## config.mk

```make
export PLATFORM = sky130hd
export DESIGN_NAME = rtwe_cell
export DESIGN_NICKNAME = d
export VERILOG_FILES = /design/src/hdl/rtwe_pkg.sv /design/src/hdl/rtwe_cell.sv
export SDC_FILE = /design/constraint.sdc
export NUM_CORES = 1
export LEC_CHECK = 0
export BUFFER_PORTS_ARGS = -buffer_cell sky130_fd_sc_hd__buf_4
export CORE_MARGIN = 2
export CORE_UTILIZATION = 40
export DETAILED_ROUTE_END_ITERATION = 16
export PLACE_DENSITY = 0.66
export SYNTH_ARGS = -nofsm -noshare
export SYNTH_HDL_FRONTEND = slang
export SYNTH_SLANG_ARGS = --single-unit
```

## constraint.sdc

```tcl
create_clock -name clk -period 8.8 [get_ports clk]
set_clock_uncertainty 0.05 [all_clocks]
set_input_delay 0.44 -clock clk [delete_from_list [all_inputs] [get_ports clk]]
set_output_delay 0.44 -clock clk [all_outputs]
set_load 0.02 [all_outputs]
```

## src/hdl/rtwe_pkg.sv

```systemverilog
// rtwe_pkg: shared types and constants for the route table with expiry
// no dependencies
`default_nettype none
package rtwe_pkg;
  localparam int NUM_ROUTES_DEF = 16;
  localparam int SLOT_W = 6;
  localparam int CNT_W = 7;

  localparam logic OP_UPDATE = 1'b0;
  localparam logic OP_LOOKUP = 1'b1;

  localparam logic REG_LOCAL_ID = 1'b0;
  localparam logic REG_LIFETIME = 1'b1;

  typedef struct packed {
    logic        op;
    logic [31:0] dest;
    logic [31:0] nh;
    logic [7:0]  hops;
    logic [31:0] now;
  } req_t;

  typedef struct packed {
    logic              we;
    logic              replace;
    logic [SLOT_W-1:0] slot;
  } wr_t;

  typedef struct packed {
    logic              vld;
    logic              have;
    logic              matched;
    logic [SLOT_W-1:0] slot;
    logic              s_valid;
    logic              s_match;
    logic              s_hops_le;
    logic              s_expired;
    logic              s_live;
    logic              found;
    logic [31:0]       f_nh;
    logic [7:0]        f_hops;
    logic [31:0]       f_seen;
    logic [CNT_W-1:0]  cnt;
  } pkt_t;
endpackage
`default_nettype wire

```

## src/hdl/rtwe_cell.sv

```systemverilog
// rtwe_cell: one route entry plus the scan packet register passed to the next cell
// depends on rtwe_pkg
`default_nettype none
module rtwe_cell #(
  parameter int IDX = 0
) (
  input  wire logic          clk,
  input  wire logic          rst_n,
  input  wire rtwe_pkg::req_t req,
  input  wire logic [31:0]   life,
  input  wire rtwe_pkg::wr_t  wr,
  input  wire rtwe_pkg::pkt_t pkt_i,
  output rtwe_pkg::pkt_t     pkt_o
);
  import rtwe_pkg::*;

  logic        valid_r;
  logic [31:0] dest_r;
  logic [31:0] nh_r;
  logic [7:0]  hops_r;
  logic [31:0] seen_r;
  pkt_t        pkt_r;
  pkt_t        pkt_nxt;

  logic [31:0] age;
  logic        live;
  logic        dmatch;
  logic        take_match;
  logic        take_free;

  always_comb begin
    age        = req.now - seen_r;
    live       = valid_r && (age <= life);
    dmatch     = (dest_r == req.dest);
    take_match = !pkt_i.matched && valid_r && dmatch;
    take_free  = !pkt_i.matched && !valid_r && !pkt_i.have;
    pkt_nxt     = pkt_i;
    pkt_nxt.cnt = pkt_i.cnt + CNT_W'(live);
    if (req.op == OP_UPDATE) begin
      if (take_match) begin
        pkt_nxt.matched = 1'b1;
        pkt_nxt.have    = 1'b1;
      end else if (take_free) begin
        pkt_nxt.have = 1'b1;
      end
      if (IDX == 0 || take_match || take_free) begin
        pkt_nxt.slot      = SLOT_W'(IDX);
        pkt_nxt.s_valid   = valid_r;
        pkt_nxt.s_match   = dmatch;
        pkt_nxt.s_hops_le = req.hops <= hops_r;
        pkt_nxt.s_expired = age > life;
        pkt_nxt.s_live    = live;
      end
    end else begin
      if (!pkt_i.found && live && dmatch) begin
        pkt_nxt.found  = 1'b1;
        pkt_nxt.f_nh   = nh_r;
        pkt_nxt.f_hops = hops_r;
        pkt_nxt.f_seen = seen_r;
      end
    end
    if (!pkt_i.vld) begin
      pkt_nxt = '0;
    end
  end

  always_ff @(posedge clk) begin
    if (!rst_n) begin
      valid_r <= 1'b0;
      pkt_r   <= '0;
    end else begin
      pkt_r <= pkt_nxt;
      if (wr.we && wr.slot == SLOT_W'(IDX) && wr.replace) begin
        valid_r <= 1'b1;
      end
    end
  end

  always_ff @(posedge clk) begin
    if (wr.we && wr.slot == SLOT_W'(IDX)) begin
      seen_r <= req.now;
      if (wr.replace) begin
        dest_r <= req.dest;
        nh_r   <= req.nh;
        hops_r <= req.hops;
      end
    end
  end

  assign pkt_o = pkt_r;
endmodule
`default_nettype wire

```

==> flow_summary.toml, run 1 <==
[pwr]
p_leak_uw = 0.005711
ir_drop_mv = 0.1096
pwr_density_cell_nw_per_um2 = 165.5
power.total_uw = 2143

[synthesis]
ys.flop_type = "edfxtp_1"
synthTopCellsByCount = "edfxtp_1 (104), dfxtp_1 (95), inv_1 (84)"
yosysTopAreaCellShare_pct = 32.79
seq_area_frac_synth_pct = 52.77
synthCells = 905
netlist_area_um2 = 9523
ys_ff_latch = 199
ys_async_sr_fraction_pct = 0
synth_area_leaders = "edfxtp_1 (33%), dfxtp_1 (20%), ha_1 (9.6%)"
synth_area_leader_cell = "edfxtp_1"
yosys_warnings = 0
syn_nets = 1220
synth_most_common_cell = "edfxtp_1"
synth-edff-count = 104
post_synth_num_cell_types = 55
syn_avg_cell_area_um2 = 10.52

[cts]
cts_tree = "done"
cts_resized = 0
path_clk_slew_ns = 0.09
cts_root_buffer = "clkbuf_16"
numCtsBuffers = 17
clock-sinks = 199
clk_path_buf_depth = 2
cts_hold_buf = 0
htreeDepth = 4
clock_latency_ns = 0.45
postCtsSetupRepairBufs = 0

[final_layout]
multi_input_area_um2 = 4026
n_fill_cell = 2106
stdcell_count = 1556
layout-drive-gt1-share_pct = 31.34
seqCellArea_um2 = 5025
finish.net_count = 1537
layout-area-overhead-vs-synth_pct = 35.96

[timing]
setup_viol = 0
fin_crit_sh_pct = 72.85
finalWorstSetupSlack_ns = 2.390
whs_ns = 0.1084
worstMarginPinSlew_ns = 1.002
drv_slew = 0
finalHoldViolations = 0
setup_tns_ns = 0
max_clock_freq_ghz = 0.1560
finalCriticalPeriod_ns = 6.410
rsz0062_at_grt = "no"
slew_headroom_pct = 33.18

[route]
avgRoutedWirePerCell_um = 17.77
route.vias.total = 7862
ant_nets = 0
routed_wl_um = 27660
initialDrtViolationCount = 608
drt_pass1_iterations = 6
route.detailed.drc = 0
post_drt_via_cell_ratio = 5.053

[placed_design]
place_ws_ns = 2.406
placed_cells = 1522
gp_congestion = 0.8981
dp_hpwl_um = 21360
io_buffers = 334

[worst_setup_path]
arrival_ns = 6.71
cp.required_ns = 9.10
startpoint_type = "flop"
cp_max_fo = 95
cp-end-kind = "flop"
criticalPathCategory = "flop to flop"

[grt]
track_usage_pct = 21.48
grt_pass1_wl_um = 40420
first_global_vias = 7431
antenna_found_initial = 1
grt_max_degree = 96
grt_overflow_total = 0

[die]
pin_count = 335
chipHeight_um = 158.3
rows = 56
die_area_um2 = 25060
core_um2 = 23400
die_w_um = 158.3
initial_utilization_pct = 40.69

[hold_path]
hp-class = "input pin to flop"

[run]
cap_viol_max_count = 0

[run_status]
status = "finished clean"
worst max-delay path, cell delays in order (launching register included):
cell,delay (ns)
edfxtp_1,0.46
ha_1,0.24
fa_1,0.41
nor2b_1,0.16
o31ai_1,0.12
a211oi_1,0.59
nor3b_1,0.21
a41oi_1,0.42
a21o_1,0.18
a21oi_1,0.07
xnor2_1,0.14
ha_1,0.30
nand4_1,0.15
nor3_1,0.41
o21ai_0,0.22
a31oi_1,0.35
o41ai_4,0.17
nand4_4,0.51
buf_4,0.83
nand3_1,0.19
o31ai_1,0.11
power by group:
group	switching (uW)	leakage [uW]	internal, uW	total (uW)
clock network	431	0.000300	398	829
registers	5.67	0.00171	993	999
logic	156	0.00370	159	315
logic make-up after synthesis:
kind of cell / count (synthesis) / synth area share (%)
XOR/XNOR: 63 / 5.794
flip-flops: 199 / 52.77
AND/OR/NAND/NOR: 244 / 12.56
multiplexers: 1 / 0.1051
AO/OA/AOI/OAI: 199 / 13.90
buffers and inverters: 125 / 5.071
adder cells (fa/ha/maj): 74 / 9.802
layout by cell type (no fill, tap or decap), types with 5 or more instances in the layout:
cell and n:
inv_1 84, nand2_1 60, a211oi_1 7, xor2_1 41
o31ai_1 34, a21oi_1 41, clkinv_8 5, dfxtp_1 95
and3_1 12, o21a_1 12, clkbuf_16 17, edfxtp_1 104
ha_1 73, nor4_1 8, o21ai_1 8, nor2b_1 5
a21o_1 7, nand3_1 80, xnor2_1 22, nand4_1 18
nor3_1 8, o21ai_0 52, nor2_1 35, buf_4 338
o31ai_2 7, nand2b_1 8, inv_12 5
metrics by stage:
stage / utilization, % / instance area (um^2)
after global placement: 52.60 / 12310
after detailed placement: 52.60 / 12310
after global routing: 55.31 / 12940
final: 55.33 / 12950
after CTS: 55.30 / 12940
after floorplan: - / 9523
layer usage:
| metal | track usage (%) | vias up | share of wire, % |
|---|---|---|---|
| met1 | 25.89 | 3655 | 41 |
| met4 | 8.966 | 0 | 3.0 |
| met3 | 3.756 | 43 | 6.2 |
| met5 | 0 | - | 0 |
| li1 | - | 3889 | - |
| met2 | 37.89 | 275 | 50 |
area by class of cell:
cell class / instances / share of cell area (%)
Tap cell: 319 / 3.083
Clock inverter: 15 / 1.604
Timing Repair Buffer: 338 / 19.60
Inverter: 85 / 2.484
Multi-Input combinational cell: 581 / 31.10
Sequential cell: 199 / 38.81
Antenna cell: 2 / 0.03865
Clock buffer: 17 / 3.286
registers in the layout, indices dropped and copies added (netlist names):
name,count
dest_r,32
hops_r,8
nh_r,32
pkt_o,94
seen_r,32
valid_r,1
worst paths after layout:
kind / startpoint / to / slack [ns] / depth (start not counted)
setup / recovery: seen_r[0] / pkt_o[29] / 2.39 / 20
hold / removal: req[55] / nh_r[15] / 0.11 / 1
setup reg to reg: seen_r[0] / pkt_o[29] / 2.39 / 20
hold reg to reg: nh_r[29] / pkt_o[76] / 0.44 / 2
Power figures use the tool's default switching activity.
==> run 2, diff against run 1 <==
==> constraint.sdc (replaced) <==
create_clock -name clk -period 6.2 [get_ports clk]
set_clock_uncertainty 0.05 [all_clocks]
set_input_delay 0.31 -clock clk [delete_from_list [all_inputs] [get_ports clk]]
set_output_delay 0.31 -clock clk [all_outputs]
set_load 0.02 [all_outputs]
==> flow_summary.toml, run 2 (synthesis results as in run 1) <==
[hold_path]
hp-class = "input pin to flop"
whs_path_depth = 1
worst_hold_path.endpoint = "seen_r[16]"
min_from = "req[16]"

[pwr]
p_leak_uw = 0.006107
internal_power_uw = 2239
clockPowerShare_pct = 37.8
ir_drop_mv = 0.1690
pwr_density_cell_nw_per_um2 = 222.2
power_frac_seq_pct = 46.0
netSwitchingPower_uw = 847.4
pwr-share-comb_pct = 16.2
swShare_pct = 27.46

[grt]
grt_overflow_total = 0
track_usage_pct = 22.37
grt_pass1_wl_um = 42630
grt_max_degree = 95
first_global_vias = 8069
antenna_found_initial = 1

[cts]
cts_root_buffer = "clkbuf_16"
postCtsSetupRepairBufs = 0
cts_tree = "done"
clock-sinks = 199
clk_path_buf_depth = 2
htreeDepth = 4
path_clk_slew_ns = 0.08
clock_latency_ns = 0.44
cts_hold_buf = 90
cts_resized = 0
numCtsBuffers = 17

[route]
route.vias.total = 8245
ant_nets = 0
initialDrtViolationCount = 492
route.detailed.drc = 0
drt_pass1_iterations = 5
avgRoutedWirePerCell_um = 17.59
post_drt_via_cell_ratio = 5.003
routed_wl_um = 28980

[final_layout]
layout_common_cells = "buf_4 (341), edfxtp_1 (104), dfxtp_1 (95), dlygate4sd3_1 (91), inv_1 (84)"
diodes = 0
layout-drive-gt1-share_pct = 29.35
layout-area-overhead-vs-synth_pct = 45.83
finalCoreUtilization_pct = 59.34
final_common_cell = "buf_4"
largest_reg_flops = 94
stdcell_area_um2 = 13890
finish.net_count = 1631

[die]
rows = 56
core_um2 = 23400
die_w_um = 158.3
initial_utilization_pct = 40.69
pin_count = 335
chipHeight_um = 158.3
die_area_um2 = 25060

[worst_setup_path]
slowest_delay_ns = 0.68
cp_max_fo = 82
rrSetupSlack_ns = 0.59
criticalPathCategory = "input pin to flop"
reg2reg_to = "pkt_o[51]"
arrival_ns = 5.96
cp.required_ns = 6.42
cp-end-kind = "flop"
r2r_cells = 19
rr_startpoint = "seen_r[0]"
path_cells = "dlygate4sd3_1 -> buf_4 -> inv_1 -> ha_1 -> fa_1 -> nor2b_1 -> o31ai_1 -> a211oi_1 -> nor3b_1 -> a41oi_1 -> a21o_1 -> a21oi_1 -> xnor2_1 -> ha_1 -> nand4_1 -> nor3_1 -> o21ai_0 -> a31oi_1 -> o41ai_4 -> nand4_4 -> buf_4 -> o21ai_0"
critPathSlowestCell = "buf_4"
startpoint_type = "input pin"

[timing]
setup_tns_ns = 0
finalHoldViolations = 0
fin_crit_sh_pct = 92.58
drv_slew = 0
rsz0062_at_grt = "no"
setup_viol = 0
slew_headroom_pct = 33.74
max_clock_freq_ghz = 0.1742
finalCriticalPeriod_ns = 5.740
worstMarginPinSlew_ns = 0.9940

[placed_design]
placed_area_um2 = 12340
gp_congestion = 0.8591
io_buffers = 334
dp_hpwl_um = 21560

[run_status]
status = "finished clean"

[run]
cap_viol_max_count = 0
==> run 2: cell types whose count changed in the layout (fill, tap and decap cells not counted), sizes merged <==
cell	change
dlygate4sd3	+91
inv	-1
diode	-2
clkinv	+1
buf	+3
==> run 2: final cells by class <==
cell class,count,area (um^2)
clock buffers,17,425.4
clock inverters,15,210.2
fillers,1994,9515
inverters,85,321.6
multi-input cells,581,4035
flip-flops and latches,199,5025
well taps,319,399.1
repair buffers,432,3471
==> run 2: how the worst max path moves through the flow <==
stage	startpoint	end	slack, ns	cells past startpoint
2_1_floorplan	wr[2]	dest_r[0]	1.00	3
3_3_place_gp	req[0]	pkt_o[44]	0.80	22
3_5_place_dp	req[0]	pkt_o[43]	0.70	22
4_1_cts	req[0]	pkt_o[41]	0.56	23
5_1_grt	req[0]	pkt_o[42]	0.07	23
6_report	req[0]	pkt_o[51]	0.46	22
==> run 2: metrics by stage <==
stage / instances / total power (uW) / setup slack (ns) / hold WS [ns]
6_report: 1648 / 3086 / 0.4602 / 0.01994
3_3_place_gp: 1525 / 1891 / 0.7953 / 0.4257
4_1_cts: 1647 / 3115 / 0.5602 / 0.0001295
2_1_floorplan: 905 / 1673 / 1.003 / 0.3589
3_5_place_dp: 1525 / 1897 / 0.6981 / 0.4322
5_1_grt: 1648 / 3216 / 0.06887 / 0.0001997
==> run 2: critical path, delay by kind of cell <==
family,cells,cell delay (ns)
and+or+nand+nor,5,0.94
buffers and inverters,4,1.35
adders and majority gates,3,0.93
xor gates and xnor gates,1,0.14
AOI/OAI and AO/OA,9,2.24
==> run 2: per-layer routing <==
metal / GRT usage [%] / vias up / part of all wire, %
met5: 0 / - / 0
met4: 8.880 / 0 / 3.0
met3: 4.219 / 50 / 5.7
met2: 39.94 / 297 / 50
met1: 26.57 / 3821 / 41
li1: - / 4077 / -
==> run 2: power by group through the flow <==
| stage | combinational [uW] | sequential (uW) | clock (uW) |
|---|---|---|---|
| 6_report | 501 | 1420 | 1170 |
| 5_1_grt | 551 | 1420 | 1240 |
| 4_1_cts | 500 | 1420 | 1200 |
| 3_5_place_dp | 448 | 1450 | 0 |
| 3_3_place_gp | 442 | 1450 | 0 |
| 2_1_floorplan | 195 | 1480 | 0 |
